<file path="src/hw/rtl/tdf_pkg.sv">
// Shared types, constants and the microcode program for the trial division factorizer.
// Used by tdf_sequencer and trial_division_factorizer; depends on nothing else.
`timescale 1ns / 1ps

package tdf_pkg;

	// Fixed field widths of the ports and result limits.
	localparam int VALUE_W     = 32;
	localparam int PRIME_W     = 32;
	localparam int EXP_W       = 5;
	localparam int MAX_RESULTS = 9;
	localparam int CNT_W       = $clog2(MAX_RESULTS + 1);
	localparam int PC_W        = 4;

	localparam logic [EXP_W-1:0] EXP_MAX = 5'd31;

	// Datapath operations, one per control word.
	typedef enum logic [3:0] {
		UOP_NOP      = 4'd0,
		UOP_LOAD     = 4'd1,
		UOP_DSTART   = 4'd2,
		UOP_TAKE     = 4'd3,
		UOP_PUSH_DIV = 4'd4,
		UOP_PUSH_REM = 4'd5,
		UOP_NEXT     = 4'd6,
		UOP_FLUSH    = 4'd7,
		UOP_EMPTY    = 4'd8
	} uop_t;

	// Jump conditions tested by the sequencer.
	typedef enum logic [2:0] {
		COND_NEVER      = 3'd0,
		COND_ALWAYS     = 3'd1,
		COND_NO_IN      = 3'd2,
		COND_REM_LE1    = 3'd3,
		COND_DIV_BUSY   = 3'd4,
		COND_DIV_GT_QUO = 3'd5,
		COND_REM_NZ     = 3'd6,
		COND_MULT_ZERO  = 3'd7
	} cond_t;

	// Program addresses.
	localparam logic [PC_W-1:0] ST_IDLE   = 4'd0;
	localparam logic [PC_W-1:0] ST_CHECK  = 4'd1;
	localparam logic [PC_W-1:0] ST_DSTART = 4'd2;
	localparam logic [PC_W-1:0] ST_DWAIT  = 4'd3;
	localparam logic [PC_W-1:0] ST_TLOOP  = 4'd4;
	localparam logic [PC_W-1:0] ST_TREM   = 4'd5;
	localparam logic [PC_W-1:0] ST_TAKE   = 4'd6;
	localparam logic [PC_W-1:0] ST_TMULT  = 4'd7;
	localparam logic [PC_W-1:0] ST_PUSHD  = 4'd8;
	localparam logic [PC_W-1:0] ST_NEXT   = 4'd9;
	localparam logic [PC_W-1:0] ST_TTAIL  = 4'd10;
	localparam logic [PC_W-1:0] ST_PUSHR  = 4'd11;
	localparam logic [PC_W-1:0] ST_FLUSH  = 4'd12;
	localparam logic [PC_W-1:0] ST_EMPTY  = 4'd13;

	// One control word: operation, jump condition and jump target.
	typedef struct packed {
		uop_t            op;
		cond_t           cond;
		logic [PC_W-1:0] tgt;
	} ucw_t;

	// Status flags from the datapath to the sequencer.
	typedef struct packed {
		logic in_valid;
		logic rem_le1;
		logic div_busy;
		logic div_gt_quo;
		logic rem_nz;
		logic mult_zero;
		logic stall;
	} stat_t;

	// Control from the sequencer to the datapath.
	typedef struct packed {
		uop_t op;
		logic exec;
	} ctrl_t;

	// Microcode program. A taken condition jumps to tgt, otherwise the step counter advances.
	function automatic ucw_t ucode_rom(input logic [PC_W-1:0] pc);
		ucw_t w;
		case (pc)
			ST_IDLE:   w = '{UOP_LOAD,     COND_NO_IN,      ST_IDLE};
			ST_CHECK:  w = '{UOP_NOP,      COND_REM_LE1,    ST_EMPTY};
			ST_DSTART: w = '{UOP_DSTART,   COND_NEVER,      ST_IDLE};
			ST_DWAIT:  w = '{UOP_NOP,      COND_DIV_BUSY,   ST_DWAIT};
			ST_TLOOP:  w = '{UOP_NOP,      COND_DIV_GT_QUO, ST_TTAIL};
			ST_TREM:   w = '{UOP_NOP,      COND_REM_NZ,     ST_TMULT};
			ST_TAKE:   w = '{UOP_TAKE,     COND_ALWAYS,     ST_DSTART};
			ST_TMULT:  w = '{UOP_NOP,      COND_MULT_ZERO,  ST_NEXT};
			ST_PUSHD:  w = '{UOP_PUSH_DIV, COND_NEVER,      ST_IDLE};
			ST_NEXT:   w = '{UOP_NEXT,     COND_ALWAYS,     ST_DSTART};
			ST_TTAIL:  w = '{UOP_NOP,      COND_REM_LE1,    ST_FLUSH};
			ST_PUSHR:  w = '{UOP_PUSH_REM, COND_NEVER,      ST_IDLE};
			ST_FLUSH:  w = '{UOP_FLUSH,    COND_ALWAYS,     ST_IDLE};
			ST_EMPTY:  w = '{UOP_EMPTY,    COND_ALWAYS,     ST_IDLE};
			default:   w = '{UOP_NOP,      COND_ALWAYS,     ST_IDLE};
		endcase
		return w;
	endfunction

endpackage

</file>
<file path="src/hw/rtl/trial_division_factorizer.sv">
// Trial division prime factorizer: one value in, one (prime, exponent) beat out per prime.
// Each trial divisor starts the bit-serial divider, waits while it is busy, tests the loop bound
// and the remainder, and then divides the factor out or records it and moves to the next divisor;
// values 0 and 1 skip the division and give the empty result.
// One item is worked at a time; the next is taken once the last result sits in the output register.
// Asynchronous active-low reset returns the sequencer to idle with no result pending.
`timescale 1ns / 1ps

module trial_division_factorizer #(
	parameter int VALUE_BITS = 32
) (
	input  logic                         clk,
	input  logic                         arst_n,
	input  logic                         in_valid,
	output logic                         in_ready,
	input  logic [tdf_pkg::VALUE_W-1:0]  value,
	output logic                         out_valid,
	input  logic                         out_ready,
	output logic [tdf_pkg::PRIME_W-1:0]  prime,
	output logic [tdf_pkg::EXP_W-1:0]    exponent,
	output logic                         empty_res,
	output logic                         last
);

	import tdf_pkg::*;

	localparam int DW = VALUE_BITS;

	stat_t stat;
	ctrl_t ctrl;

	logic [DW-1:0]    rem_q;
	logic [DW-1:0]    div_q;
	logic [EXP_W-1:0] mult_q;
	logic [CNT_W-1:0] cnt_q;
	logic             pend_valid_q;
	logic [DW-1:0]    pend_prime_q;
	logic [EXP_W-1:0] pend_exp_q;

	logic             out_valid_q;
	logic [PRIME_W-1:0] prime_q;
	logic [EXP_W-1:0] exponent_q;
	logic             empty_q;
	logic             last_q;

	logic             dv_start;
	logic             dv_busy;
	logic [DW-1:0]    dv_quo;
	logic [DW-1:0]    dv_rem;

	logic             is_push;
	logic             room;
	logic             out_free;
	logic             need_out;
	logic             run;
	logic [DW-1:0]    new_prime;
	logic [EXP_W-1:0] new_exp;

	tdf_divider #(
		.DW(DW)
	) u_div (
		.clk      (clk),
		.arst_n   (arst_n),
		.start    (dv_start),
		.dividend (rem_q),
		.divisor  (div_q),
		.busy     (dv_busy),
		.quo      (dv_quo),
		.rem      (dv_rem)
	);

	tdf_sequencer u_seq (
		.clk    (clk),
		.arst_n (arst_n),
		.stat   (stat),
		.ctrl   (ctrl)
	);

	// Decode of the current operation and the output-register stall.
	always_comb begin
		is_push  = (ctrl.op == UOP_PUSH_DIV) || (ctrl.op == UOP_PUSH_REM);
		room     = (cnt_q < CNT_W'(MAX_RESULTS));
		out_free = !out_valid_q || out_ready;
		need_out = (ctrl.op == UOP_EMPTY)
			|| ((ctrl.op == UOP_FLUSH) && pend_valid_q)
			|| (is_push && pend_valid_q && room);
		run       = ctrl.exec;
		new_prime = (ctrl.op == UOP_PUSH_DIV) ? div_q : rem_q;
		new_exp   = (ctrl.op == UOP_PUSH_DIV) ? mult_q : EXP_W'(1);
	end

	// Status flags for the sequencer. The loop bound is only tested for a fresh divisor;
	// once a divisor has divided, it is divided out until it no longer does.
	always_comb begin
		stat.in_valid   = in_valid;
		stat.rem_le1    = (rem_q <= DW'(1));
		stat.div_busy   = dv_busy;
		stat.div_gt_quo = (div_q > dv_quo) && (mult_q == '0);
		stat.rem_nz     = (dv_rem != '0);
		stat.mult_zero  = (mult_q == '0);
		stat.stall      = need_out && !out_free;
	end

	assign dv_start = run && (ctrl.op == UOP_DSTART);
	assign in_ready = run && (ctrl.op == UOP_LOAD);

	// Working registers: remaining value, trial divisor, multiplicity and result count.
	always_ff @(posedge clk or negedge arst_n) begin
		if (!arst_n) begin
			rem_q        <= '0;
			div_q        <= DW'(2);
			mult_q       <= '0;
			cnt_q        <= '0;
			pend_valid_q <= 1'b0;
		end else if (run) begin
			case (ctrl.op)
				UOP_LOAD: begin
					if (in_valid) begin
						rem_q        <= DW'(value);
						div_q        <= DW'(2);
						mult_q       <= '0;
						cnt_q        <= '0;
						pend_valid_q <= 1'b0;
					end
				end
				UOP_TAKE: begin
					rem_q  <= dv_quo;
					mult_q <= (mult_q == EXP_MAX) ? mult_q : mult_q + 1'b1;
				end
				UOP_NEXT: begin
					div_q  <= div_q + 1'b1;
					mult_q <= '0;
				end
				UOP_PUSH_DIV, UOP_PUSH_REM: begin
					if (room) begin
						pend_valid_q <= 1'b1;
						cnt_q        <= cnt_q + 1'b1;
					end
				end
				UOP_FLUSH: begin
					pend_valid_q <= 1'b0;
				end
				default: begin
				end
			endcase
		end
	end

	// Pending result, held back until it is known whether it is the last one.
	always_ff @(posedge clk) begin
		if (run && is_push && room) begin
			pend_prime_q <= new_prime;
			pend_exp_q   <= new_exp;
		end
	end

	// Output register valid flag.
	always_ff @(posedge clk or negedge arst_n) begin
		if (!arst_n) begin
			out_valid_q <= 1'b0;
		end else if (run && need_out) begin
			out_valid_q <= 1'b1;
		end else if (out_ready) begin
			out_valid_q <= 1'b0;
		end
	end

	// Output register payload.
	always_ff @(posedge clk) begin
		if (run && need_out) begin
			if (ctrl.op == UOP_EMPTY) begin
				prime_q    <= '0;
				exponent_q <= '0;
				empty_q    <= 1'b1;
				last_q     <= 1'b1;
			end else begin
				prime_q    <= PRIME_W'(pend_prime_q);
				exponent_q <= pend_exp_q;
				empty_q    <= 1'b0;
				last_q     <= (ctrl.op == UOP_FLUSH);
			end
		end
	end

	assign out_valid = out_valid_q;
	assign prime     = prime_q;
	assign exponent  = exponent_q;
	assign empty_res = empty_q;
	assign last      = last_q;

`ifndef SYNTHESIS
	// A finished division leaves a remainder below the divisor.
	a_div_rem: assert property (@(posedge clk) disable iff (!arst_n)
		$fell(dv_busy) |-> (dv_rem < div_q))
		else $error("divider remainder not below divisor");

	// The result count never passes the limit.
	a_cnt_max: assert property (@(posedge clk) disable iff (!arst_n)
		cnt_q <= CNT_W'(MAX_RESULTS))
		else $error("result count above limit");

	// The trial divisor never falls below two.
	a_div_min: assert property (@(posedge clk) disable iff (!arst_n)
		div_q >= DW'(2))
		else $error("trial divisor below two");

	// A divisor is only recorded with a nonzero multiplicity.
	a_push_mult: assert property (@(posedge clk) disable iff (!arst_n)
		(run && (ctrl.op == UOP_PUSH_DIV)) |-> (mult_q != '0))
		else $error("divisor recorded with zero multiplicity");

	// The empty result never leaves a factor pending.
	a_empty_pend: assert property (@(posedge clk) disable iff (!arst_n)
		(run && (ctrl.op == UOP_EMPTY)) |-> !pend_valid_q)
		else $error("empty result with a pending factor");

	// Flushing leaves nothing pending.
	a_flush_clear: assert property (@(posedge clk) disable iff (!arst_n)
		(run && (ctrl.op == UOP_FLUSH)) |=> !pend_valid_q)
		else $error("pending factor survived flush");
`endif

endmodule

</file>
<file path="src/hw/rtl/tdf_divider.sv">
// Restoring divider, one quotient bit per cycle, giving quotient and remainder.
// Standalone; used by trial_division_factorizer.
`timescale 1ns / 1ps

module tdf_divider #(
	parameter int DW = 32
) (
	input  logic          clk,
	input  logic          arst_n,
	input  logic          start,
	input  logic [DW-1:0] dividend,
	input  logic [DW-1:0] divisor,
	output logic          busy,
	output logic [DW-1:0] quo,
	output logic [DW-1:0] rem
);

	localparam int CW = $clog2(DW + 1);

	logic [CW-1:0] cnt_q;
	logic [DW-1:0] quo_q;
	logic [DW-1:0] rem_q;
	logic [DW-1:0] dvs_q;
	logic [DW:0]   trial;

	// Trial subtraction of the divisor from the partial remainder with the next bit shifted in.
	assign trial = {rem_q, quo_q[DW-1]} - {1'b0, dvs_q};

	// Iteration counter.
	always_ff @(posedge clk or negedge arst_n) begin
		if (!arst_n) begin
			cnt_q <= '0;
		end else if (start) begin
			cnt_q <= CW'(DW);
		end else if (cnt_q != '0) begin
			cnt_q <= cnt_q - 1'b1;
		end
	end

	// Quotient and remainder shift registers.
	always_ff @(posedge clk) begin
		if (start) begin
			quo_q <= dividend;
			rem_q <= '0;
			dvs_q <= divisor;
		end else if (cnt_q != '0) begin
			if (!trial[DW]) begin
				rem_q <= trial[DW-1:0];
				quo_q <= {quo_q[DW-2:0], 1'b1};
			end else begin
				rem_q <= {rem_q[DW-2:0], quo_q[DW-1]};
				quo_q <= {quo_q[DW-2:0], 1'b0};
			end
		end
	end

	assign busy = (cnt_q != '0);
	assign quo  = quo_q;
	assign rem  = rem_q;

endmodule

</file>
<file path="src/hw/rtl/tdf_sequencer.sv">
// Microcode sequencer: step counter, program ROM lookup and conditional jumps.
// Depends on tdf_pkg; used by trial_division_factorizer.
`timescale 1ns / 1ps

module tdf_sequencer (
	input  logic           clk,
	input  logic           arst_n,
	input  tdf_pkg::stat_t stat,
	output tdf_pkg::ctrl_t ctrl
);

	import tdf_pkg::*;

	logic [PC_W-1:0] pc_q;
	ucw_t            cw;
	logic            taken;

	// Fetch the control word of the current step.
	always_comb begin
		cw = ucode_rom(pc_q);
	end

	// Evaluate the jump condition.
	always_comb begin
		case (cw.cond)
			COND_NEVER:      taken = 1'b0;
			COND_ALWAYS:     taken = 1'b1;
			COND_NO_IN:      taken = !stat.in_valid;
			COND_REM_LE1:    taken = stat.rem_le1;
			COND_DIV_BUSY:   taken = stat.div_busy;
			COND_DIV_GT_QUO: taken = stat.div_gt_quo;
			COND_REM_NZ:     taken = stat.rem_nz;
			COND_MULT_ZERO:  taken = stat.mult_zero;
			default:         taken = 1'b1;
		endcase
	end

	assign ctrl.op   = cw.op;
	assign ctrl.exec = !stat.stall;

	// Step counter; a stalled step repeats.
	always_ff @(posedge clk or negedge arst_n) begin
		if (!arst_n) begin
			pc_q <= ST_IDLE;
		end else if (!stat.stall) begin
			pc_q <= taken ? cw.tgt : pc_q + 1'b1;
		end
	end

endmodule
</file>
<file path="config.mk">
export PLATFORM = sky130hd
export DESIGN_NAME = trial_division_factorizer
export DESIGN_NICKNAME = d
export VERILOG_FILES = /design/src/hw/rtl/tdf_pkg.sv /design/src/hw/rtl/trial_division_factorizer.sv /design/src/hw/rtl/tdf_divider.sv /design/src/hw/rtl/tdf_sequencer.sv
export SDC_FILE = /design/constraint.sdc
export NUM_CORES = 1
export LEC_CHECK = 0
export BUFFER_PORTS_ARGS = -buffer_cell sky130_fd_sc_hd__buf_2
export CAP_MARGIN = 20
export CORE_UTILIZATION = 48
export CTS_CLUSTER_DIAMETER = 50
export DETAILED_ROUTE_END_ITERATION = 10
export PLACE_DENSITY = 0.68
export SETUP_SLACK_MARGIN = 0.3
export SLEW_MARGIN = 10
export SYNTH_ARGS = -nofsm -noshare
export SYNTH_HDL_FRONTEND = slang
export SYNTH_SLANG_ARGS = --single-unit
</file>
<file path="constraint.sdc">
create_clock -name clk -period 4.65 [get_ports clk]
set_input_delay 0.2325 -clock clk [delete_from_list [all_inputs] [get_ports clk]]
set_output_delay 0.2325 -clock clk [all_outputs]
set_load 0.01 [all_outputs]
</file>
-- Word level (Yosys, flattened, before mapping)
Memories as Yosys holds them, arrays and structs flattened.
Cells that the tools add are included.
- bits in registers: 257
- memory bits (read-only): 176
- output and inout port bits: 41
- word-level logic and storage cells: 107
- memories kept: 1
- add/sub/neg operators: 6
- $lt $le $gt $ge: 3
- equality and inequality tests: 19
- muxes and demuxes: 25
- bitwise operators: 1
- reduce and logical (&&, ||, !) cells: 35
- memory list (name ; words ; bits a word ; rd ports ; clocked after Yosys merged registers in ; write ports ; RTL line ; RTL):
    (name not given) ; 16 ; 11 ; 1 ; 0 ; 0 ; tdf_pkg.sv:85 ; case (pc)
- operators with widths (kind ; number):
    32-bit two-way mux ; 6
    32-bit case mux with 2 select lines ; 2
    33-bit by 32-bit subtractor with 33-bit output ; 1
    32-bit by 1-bit adder with 32-bit output, second input constant ; 1
    32-bit greater-than comparator ; 1
    32-bit by 1-bit less-or-equal comparator with 1-bit output, second input constant ; 1
    32-bit nonzero test ; 1
    4-bit by 3-bit equality test with 1-bit output, second input constant ; 4
    5-bit case mux with 3 select lines ; 1
    3-bit equality test, second input constant ; 4
    4-bit two-way mux ; 3
    6-bit two-way mux ; 2
    4-bit AND reduction ; 3
    1-bit logical AND ; 10
    5-bit two-way mux ; 2
    2-bit nonzero test ; 5
    4-bit by 1-bit adder with 4-bit output, second input constant ; 2
    4-bit by 2-bit equality test with 1-bit output, second input constant ; 2
    1-bit case mux with 8 select lines ; 1
    4-bit case mux with 2 select lines ; 1
    3-bit by 2-bit equality test with 1-bit output, second input constant ; 2
    1-bit two-way mux ; 6
    2-bit != test, second input constant ; 3
    3-bit AND reduction ; 2
    16 further kinds ; 23

-- Depth between registers and ports, before layout
Gate-level depths: netlist of run 1.
An unclocked memory read counts as a cell.
- depth after elaboration: 10
- gate-level depth with buffers: 14
- depth with buffers taken out: 12

-- Hierarchy
From an unflattened synthesis of run 1, not the netlist that was laid out.
- cells, all modules: 1373
- area total of the unflattened synthesis: 14342.5 um2
- by module, submodules not included (module ; instances ; cells each ; area an instance (um2) ; seq. area each (um2)):
    trial_division_factorizer ; 1 ; 699 ; 7798.7 ; 4160.2
    tdf_divider ; 1 ; 592 ; 5889.4 ; 2712.6
    tdf_sequencer ; 1 ; 82 ; 654.4 ; 100.1

-- Worst setup path before layout of run 1
OpenSTA, ideal clock, no wires.
- path kind: reg-to-reg
- from: register u_seq.pc_q[0]
- to: register empty_q (netlist: empty_res), enable pin
- library setup time: 0.439 ns
- arrival time: 3.418 ns
- path slack: 0.793 ns
- cell stages (with the launch flop): 8
- clock period less this slack: 3.857 ns
- path through: dfrtp_1 inv_1 ha_1 mux2i_1 mux2i_1 nand2b_1 a41oi_1 nor2b_1
- cells in the longest elaborated chain, start to end: 9
- elaborated cells on any way between the ends: 14
- classes of those cells: 4 x eq/ne; 9 x reduce/logical; 1 x memory
- RTL lines (element ; RTL line ; RTL):
    start: declaration ; tdf_sequencer.sv:14 ; logic [PC_W-1:0] pc_q;
    start signal: assignment ; tdf_sequencer.sv:46 ; pc_q <= taken ? cw.tgt : pc_q + 1'b1;
    memory read 16 x 11 bit (*) ; -- ;
    4-bit by 3-bit equality test with 1-bit output ; trial_division_factorizer.sv:81 ; is_push = (ctrl.op == UOP_PUSH_DIV) || (ctrl.op == UOP_PUSH_REM);
    1-bit logical OR ; trial_division_factorizer.sv:81 ;
    1-bit logical AND (2 in series) ; trial_division_factorizer.sv:86 ; || (is_push && pend_valid_q && room);
    1-bit logical OR (*) ; trial_division_factorizer.sv:86 ;
    1-bit logical AND ; trial_division_factorizer.sv:101 ; stat.stall = need_out && !out_free;
    1-bit logical NOT ; tdf_sequencer.sv:39 ; assign ctrl.exec = !stat.stall;
    1-bit logical AND (*) ; trial_division_factorizer.sv:170 ; if (run && need_out) begin
    end signal: assignment ; trial_division_factorizer.sv:174 ; empty_q <= 1'b1;
    end signal: assignment ; trial_division_factorizer.sv:179 ; empty_q <= 1'b0;
    end: declaration ; trial_division_factorizer.sv:43 ; logic empty_q;
Mark *: on every way between the ends. The rest lies on a longest branch, timed or not.
A chain may end at the register's enable or synchronous reset.

-- Worst setup path after layout of run 1
- from: register u_div.quo_q[31] (netlist: u_div.quo[31])
- to: register u_div.rem_q[12] (netlist: u_div.rem[12])
- cells in the longest elaborated chain, start to end: 2
- RTL lines (element ; RTL line ; RTL):
    start: declaration ; tdf_divider.sv:21 ; logic [DW-1:0] quo_q;
    start signal: assignment ; tdf_divider.sv:43 ; quo_q <= dividend;
    start signal: assignment ; tdf_divider.sv:49 ; quo_q <= {quo_q[DW-2:0], 1'b1};
    start signal: assignment ; tdf_divider.sv:52 ; quo_q <= {quo_q[DW-2:0], 1'b0};
    33-bit by 32-bit subtractor with 33-bit output ; tdf_divider.sv:27 ; assign trial = {rem_q, quo_q[DW-1]} - {1'b0, dvs_q};
    32-bit two-way mux ; tdf_divider.sv:47 ; if (!trial[DW]) begin
    end signal: assignment ; tdf_divider.sv:48 ; rem_q <= trial[DW-1:0];
    end signal: assignment ; tdf_divider.sv:51 ; rem_q <= {rem_q[DW-2:0], quo_q[DW-1]};
    end: declaration ; tdf_divider.sv:22 ; logic [DW-1:0] rem_q;
No other way between the ends.

==> results_dict.tcl, run 1 <==
set metrics [dict create \
    die_h_um 173.6 \
    start_kind "flip-flop" \
    r2r-start "u_div.quo[31]" \
    finalInstanceArea_sq_um 16110 \
    core-area_sq_um 28860 \
    drt_iter0_drc 674 \
    setup_viol 0 \
    vias 10680 \
    ioPinCount 77 \
    syn-num-nets 1516 \
    fin_util 0.5582 \
    worst_path_max_delay_cell "or2_1" \
    area_growth_pct 14.04 \
    endpoint_kind "flip-flop" \
    cp_cell_sequence "inv_1 -> ha_1 -> fa_1 -> nand2b_1 -> a21oi_2 -> o211ai_2 -> o21a_2 -> nor2_8 -> mux2i_4 -> or2_1 -> buf_4 -> a21oi_1 -> a211oi_1" \
    fin_skew_ns 0.01059 \
    tritoncts "yes" \
    syn_area_per_cell_sq_um 10.07 \
    p_leak_uw 0.006753 \
    htree_levels 1 \
    antenna_found_initial 0 \
    syn-cell-area_sq_um 14130 \
    globalplace.congestion 0.8511 \
    finalHoldViolCount 0 \
    critPathArrivalTime_ns 4.10 \
    initial_core_util 0.4895 \
    reg2reg_slack_ns 1.02 \
    placed_area_sq_um 14820 \
    synth_edf_count 140 \
    place_ws_ns 1.029 \
    rows 62 \
    whs_path_depth 3 \
    synth_top_cell_by_area "edfxtp_1" \
    hold_start "value[0]" \
    hp-class "input pin to flip-flop" \
    cp_num_buf_inv 2 \
    crit_type "flip-flop to flip-flop" \
    fin_crit_ns 3.629 \
    max_cap_viol_count 0 \
    ys_warn_count 0 \
    hpwl_um 23750 \
    dieWidth_um 173.6 \
    min_period_over_period 0.7804 \
    synth_top_area_frac 0.2976 \
    cts_sinks 257 \
    path_max_fanout 13 \
    final_antenna_net_count 0 \
    clockRootBuffer "clkbuf_16" \
    ir_drop_v 0.0003713 \
    overflow 0 \
    worstReg2RegEnd "u_div.rem[12]" \
    dieArea_sq_um 30120 \
    grt_pass1_wl_um 54370 \
    max_slew_margin 0.4882 \
    cts-resized-gates 0 \
    drt_wl_total_um 33790 \
    rsz0062_at_grt "false" \
    viasPerCell 5.586 \
    synth_cell_types 87 \
    synth.most_common_cell "nand2_1" \
    synth_area_leaders "edfxtp_1, dfrtp_1, ha_1" \
    async_flop_share 0.3307 \
    slew_violations 0 \
    crit_cells 13 \
    route.detailed.drc 0 \
    dr.pass1.iters 5 \
    drive_above_1_share 0.1512 \
    synthFlopType "edfxtp_1" \
    r2r.worst_path.cells 13 \
    synth-seq-area-share 0.4936 \
    tightestPinTransition_ns 0.7464 \
    path_clk_slew_ns 0.06 \
    power_density_nw_per_um2 717.8 \
    critical-path-max-stage-delay_ns 0.49 \
    crit_family "compound AO/OA/AOI/OAI gates" \
    clock_path_buffers 3 \
    synth_common_cells "nand2_1, edfxtp_1, o21ai_0" \
    status "finished clean" \
    worstHoldEndpoint "rem_q[0]" \
    grt_start_max_net_pins 66 \
    port_buffers 76 \
    fin_setup_tns_ns 0 \
    fmax_mhz 275.6 \
    cts_setup_buffers 0 \
    setup_slack_ns 1.021 \
    cp.required_ns 5.12 \
    nets 1616 \
    wl_per_cell_um 17.67 \
    ys_ff_latch 257 \
    first_global_vias 10300 \
    syn_inst 1403 \
    grtUsageTotal 0.2253 \
    cts_inserted_buffers 31 \
    n_antenna_cell 0 \
    worstSkewPairLatency_ns 0.56 \
]
metrics by stage:
step	instances	total power, uW	hold WS [ns]
detailed placement	1824	9214	0.3119
global route	1912	12400	0.02436
floorplan	1403	7856	-0.06309
CTS	1911	11580	0.001896
global placement	1824	9095	0.3159
finish	1912	11560	0.005555
state kept, by name, indices dropped and copies added (netlist names), 4 cells and up:
signal and flops:
mult_q 5, cnt_q 4, prime 32, pend_exp_q 5, pend_prime_q 32, exponent 5, u_div.rem 32, u_div.dvs_q 32
rem_q 32, div_q 32, u_div.quo 32, u_div.cnt_q 6, u_seq.pc_q 4
layer usage:
layer  part of all wire  vias to the layer above  global-route usage
li1                   -                     5228                   -
met1               0.45                     5084              0.3081
met2               0.47                      306              0.3730
met3              0.055                       63             0.02873
met4              0.028                        0             0.06932
met5                  0                        -                   0
cells in the final DEF, fill, tap and decap left out, drive strengths merged, types with 19 or more instances in the layout:
master and n:
nand2 159, edfxtp 140, o21ai 133, nor2 114
a21oi 100, inv 100, buf 93, dfrtp 84
ha 76, nor2b 43, mux2 38, clkbuf 38
dfxtp 32, nand3 30, dlygate4sd3 29, xnor2 25
nor3 25, xor2 24, mux2i 24, nand4 21
nor4 19
where the power goes:
part	total, uW	internal, uW	switching (uW)
clock	2310	1320	993
combinational	5030	1900	3140
sequential	4220	3590	628
worst max path at each step:
stage                              from             to  slack, ns
after floorplan           u_seq.pc_q[0]      empty_res       0.79
after global placement    u_div.quo[31]  u_div.rem[12]       1.15
after detailed placement  u_div.quo[31]  u_div.rem[13]       1.03
after CTS                 u_div.quo[31]  u_div.rem[12]       1.04
after global routing      u_div.quo[31]  u_div.rem[13]       0.80
final                     u_div.quo[31]  u_div.rem[12]       1.02
cell families after synthesis:
family	Yosys count	synth area share
compound gates	329	0.1430
xor+xnor	49	0.03038
fa+ha+maj	77	0.06873
buf+inv	148	0.04792
flops	257	0.4936
mux	62	0.04818
simple gates	481	0.1682
final cells by class:
type / instances / area, sq um
multi-input cells: 998 / 6510
repair buffers: 122 / 813.3
fillers: 2518 / 12750
inverters: 93 / 350.3
well taps: 384 / 480.5
clock inverters: 20 / 170.2
clock buffers: 38 / 812.0
flip-flops and latches: 257 / 6973
worst register-to-register path, stage by stage (launching register included):
cell and delay, ns:
edfxtp_1 0.34, inv_1 0.08, ha_1 0.24, fa_1 0.38
nand2b_1 0.20, a21oi_2 0.20, o211ai_2 0.16, o21a_2 0.28
nor2_8 0.19, mux2i_4 0.40, or2_1 0.49, buf_4 0.31
a21oi_1 0.09, a211oi_1 0.21
timing repair:
action | 4_1_cts | 5_1_grt
setup endpoints to repair | 0 | 0
hold buffers | 29 | 0
hold endpoints to repair | 74 | 0
(Power assumes the default switching activity.)
==> run 2, diff against run 1 <==
--- a/config.mk
+++ b/config.mk
@@ -5,6 +5,7 @@
 export SDC_FILE = /design/constraint.sdc
 export NUM_CORES = 1
 export LEC_CHECK = 0
+export ABC_AREA = 1
 export BUFFER_PORTS_ARGS = -buffer_cell sky130_fd_sc_hd__buf_2
 export CAP_MARGIN = 20
 export CORE_UTILIZATION = 48
==> constraint.sdc (replaced) <==
create_clock -name clk -period 3.48 [get_ports clk]
set_input_delay 0.174 -clock clk [delete_from_list [all_inputs] [get_ports clk]]
set_output_delay 0.174 -clock clk [all_outputs]
set_load 0.01 [all_outputs]
==> run 2 against run 1 <==
  * Sequential cell count unchanged
  * Maximum frequency increased by 30%
  * Critical path depth decreased by 3
  * Global-route usage increased by 3.7 points
  * Largest power group is now clock
==> results_dict.tcl, run 2 <==
set metrics [dict create \
    tightestPinTransition_ns 0.7680 \
    syn_inst 2055 \
    dieArea_sq_um 33470 \
    fin_crit_ns 2.801 \
    r2r-start "u_seq.pc_q[1]" \
    synthFlopType "edfxtp_1" \
    top_usage_layer "met2" \
    start_kind "flip-flop" \
    first_global_vias 12670 \
    worstSkewPairLatency_ns 0.51 \
    path_max_fanout 45 \
    synth_top_area_frac 0.2675 \
    worstHoldEndpoint "rem_q[5]" \
    port_buffers 76 \
    synth_edf_count 140 \
    power_uw 7009 \
    fin_skew_ns 0.01536 \
    max_cap_viol_count 0 \
    cts_sinks 257 \
    status "finished clean" \
    hp-class "input pin to flip-flop" \
    route.detailed.drc 0 \
    core-area_sq_um 31880 \
    viasPerCell 5.140 \
    synth_cell_types 53 \
    final_common_cell "nand2_1" \
    clock_path_buffers 3 \
    startpoint "u_seq.pc_q[1]" \
    cp_num_buf_inv 3 \
    hpwl_um 32410 \
    min_period_over_period 0.8048 \
    critPathArrivalTime_ns 2.99 \
    cp.required_ns 3.67 \
    async_flop_share 0.3307 \
    whs_path_depth 3 \
    drive_above_1_share 0.09808 \
    fill_cells 3034 \
    power_density_nw_per_um2 389.0 \
    layout_common_cells "nand2_1, inv_1, nor2_1, edfxtp_1, o21ai_0" \
    fin_cells 2617 \
    drt_wl_total_um 42970 \
    synth-seq-area-share 0.4437 \
    overflow 0 \
    endpoint_kind "flip-flop" \
    synth.most_common_cell "nand2_1" \
    worst_path_max_delay_cell "dfrtp_1" \
    synth_area_leaders "edfxtp_1, nand2_1, dfrtp_1" \
    final_antenna_net_count 0 \
    grt_start_max_net_pins 65 \
    cts_inserted_buffers 35 \
    n_antenna_cell 0 \
    grt_use_met2 0.4155 \
    met1_usage 0.3849 \
    ir_drop_v 0.0003859 \
    drt_iter0_drc 984 \
    grtUsageTotal 0.2625 \
    dr.pass1.iters 5 \
    crit_cells 10 \
    initial_core_util 0.4929 \
    dp_cells 2526 \
    cp_cell_sequence "inv_1 -> ha_1 -> nand2_2 -> nand2_4 -> a21oi_4 -> nor2_8 -> nand3_2 -> inv_2 -> buf_12 -> o21ai_0" \
    die_h_um 182.9 \
    syn-cell-area_sq_um 15710 \
    clockRootBuffer "clkbuf_16" \
    reg2reg_slack_ns 0.68 \
    finalHoldViolCount 0 \
    dieWidth_um 182.9 \
    synth_common_cells "nand2_1, inv_1, nor2_1" \
    globalplace.congestion 0.9283 \
    max_slew_margin 0.4833 \
    hold_start "value[5]" \
    fin_util 0.5652 \
    rows 65 \
    worstReg2RegEnd "u_div.quo[30]" \
    crit_family "buffers and inverters" \
    r2r.worst_path.cells 10 \
    cts_setup_buffers 0 \
    fin_setup_tns_ns 0 \
    fmax_mhz 357.1 \
    setup_viol 0 \
    slew_violations 0 \
    wl_per_cell_um 16.42 \
    nets 2269 \
    antenna_found_initial 0 \
    ys_warn_count 0 \
    rsz0062_at_grt "false" \
    use_met3 0.03475 \
    vias 13450 \
    synth_top_cell_by_area "edfxtp_1" \
    htree_levels 2 \
    tritoncts "yes" \
    ys_ff_latch 257 \
    syn_area_per_cell_sq_um 7.647 \
    path_clk_slew_ns 0.06 \
    syn-num-nets 2168 \
    p_leak_uw 0.008831 \
    crit_type "flip-flop to flip-flop" \
    area_growth_pct 14.67 \
    ioPinCount 77 \
    critical-path-max-stage-delay_ns 0.46 \
    grt_pass1_wl_um 68380 \
]
## run 2: changes by cell type after synthesis, sizes merged, moves of 52 or more
cell | before | now
a21oi | 100 | 44
nand3 | 30 | 99
o21ai | 133 | 185
nor2 | 114 | 211
nand2 | 159 | 620
inv | 93 | 357
## run 2: how the worst max path moves through the flow
| stage | to | slack [ns] |
|---|---|---|
| after floorplan | pend_exp_q[0] | 0.46 |
| after global placement | u_div.quo[0] | 0.62 |
| after detailed placement | u_div.quo[0] | 0.50 |
| after CTS | u_div.quo[0] | 0.49 |
| after global routing | u_div.rem[5] | 0.38 |
| final | u_div.quo[30] | 0.68 |
## run 2: worst register-to-register path, cell delays in order, from the launching register on
cell and delay, ns:
dfrtp_1 0.46, inv_1 0.14, ha_1 0.19, nand2_2 0.07
nand2_4 0.11, a21oi_4 0.06, nor2_8 0.22, nand3_2 0.34
inv_2 0.33, buf_12 0.28, o21ai_0 0.29
## run 2: layout make-up
cell class | instances | area (sq um) | share of cell area
multi-input combinational | 1384 | 7093 | 0.3937
timing repair buffer | 120 | 833.3 | 0.04625
sequential | 257 | 6973 | 0.3870
clock inverter | 18 | 229.0 | 0.01271
clock buffer | 45 | 997.2 | 0.05534
tap | 435 | 544.3 | 0.03021
inverter | 358 | 1349 | 0.07486
## run 2: repair_timing
item,4_1_cts,5_1_grt
resized for setup,0,1
hold endpoints to repair,61,0
hold buffers,28,0
endpoints found under the setup margin,0,33
## run 2: per-stage QoR
step                worst slack, ns  instance area, sq um  hold slack (ns)
global placement             0.6227                 16510           0.1770
detailed placement           0.5031                 16510           0.1880
global route                 0.3751                 18020          0.02716
finish                       0.6794                 18020        0.0008973
floorplan                    0.4580                 15720          -0.1216
CTS                          0.4865                 18010         0.001572
## run 2: cells by family (layout without fill, tap and decap cells)
| logic type | Yosys count | after routing | synth area share |
|---|---|---|---|
| buffers and inverters | 414 | 541 | 0.1061 |
| DFF | 257 | 257 | 0.4437 |
| AOI/OAI and AO/OA | 263 | 263 | 0.09714 |
| adders and majority gates | 77 | 77 | 0.06179 |
| and+or+nand+nor | 998 | 998 | 0.2655 |
| xor gates and xnor gates | 46 | 46 | 0.02564 |
## run 2: power breakdown
group / internal [uW] / total [uW] / switching [uW]
logic: 42.0 / 83.3 / 41.4
clock network: 2350 / 3740 / 1390
registers: 3180 / 3180 / 0.0422
## run 2: routing by layer
metal,routed length (um),vias to the layer above
met4,556,0
met2,19150,359
met3,2353,47
met1,20900,6311
li1,-,6734
met5,0,-
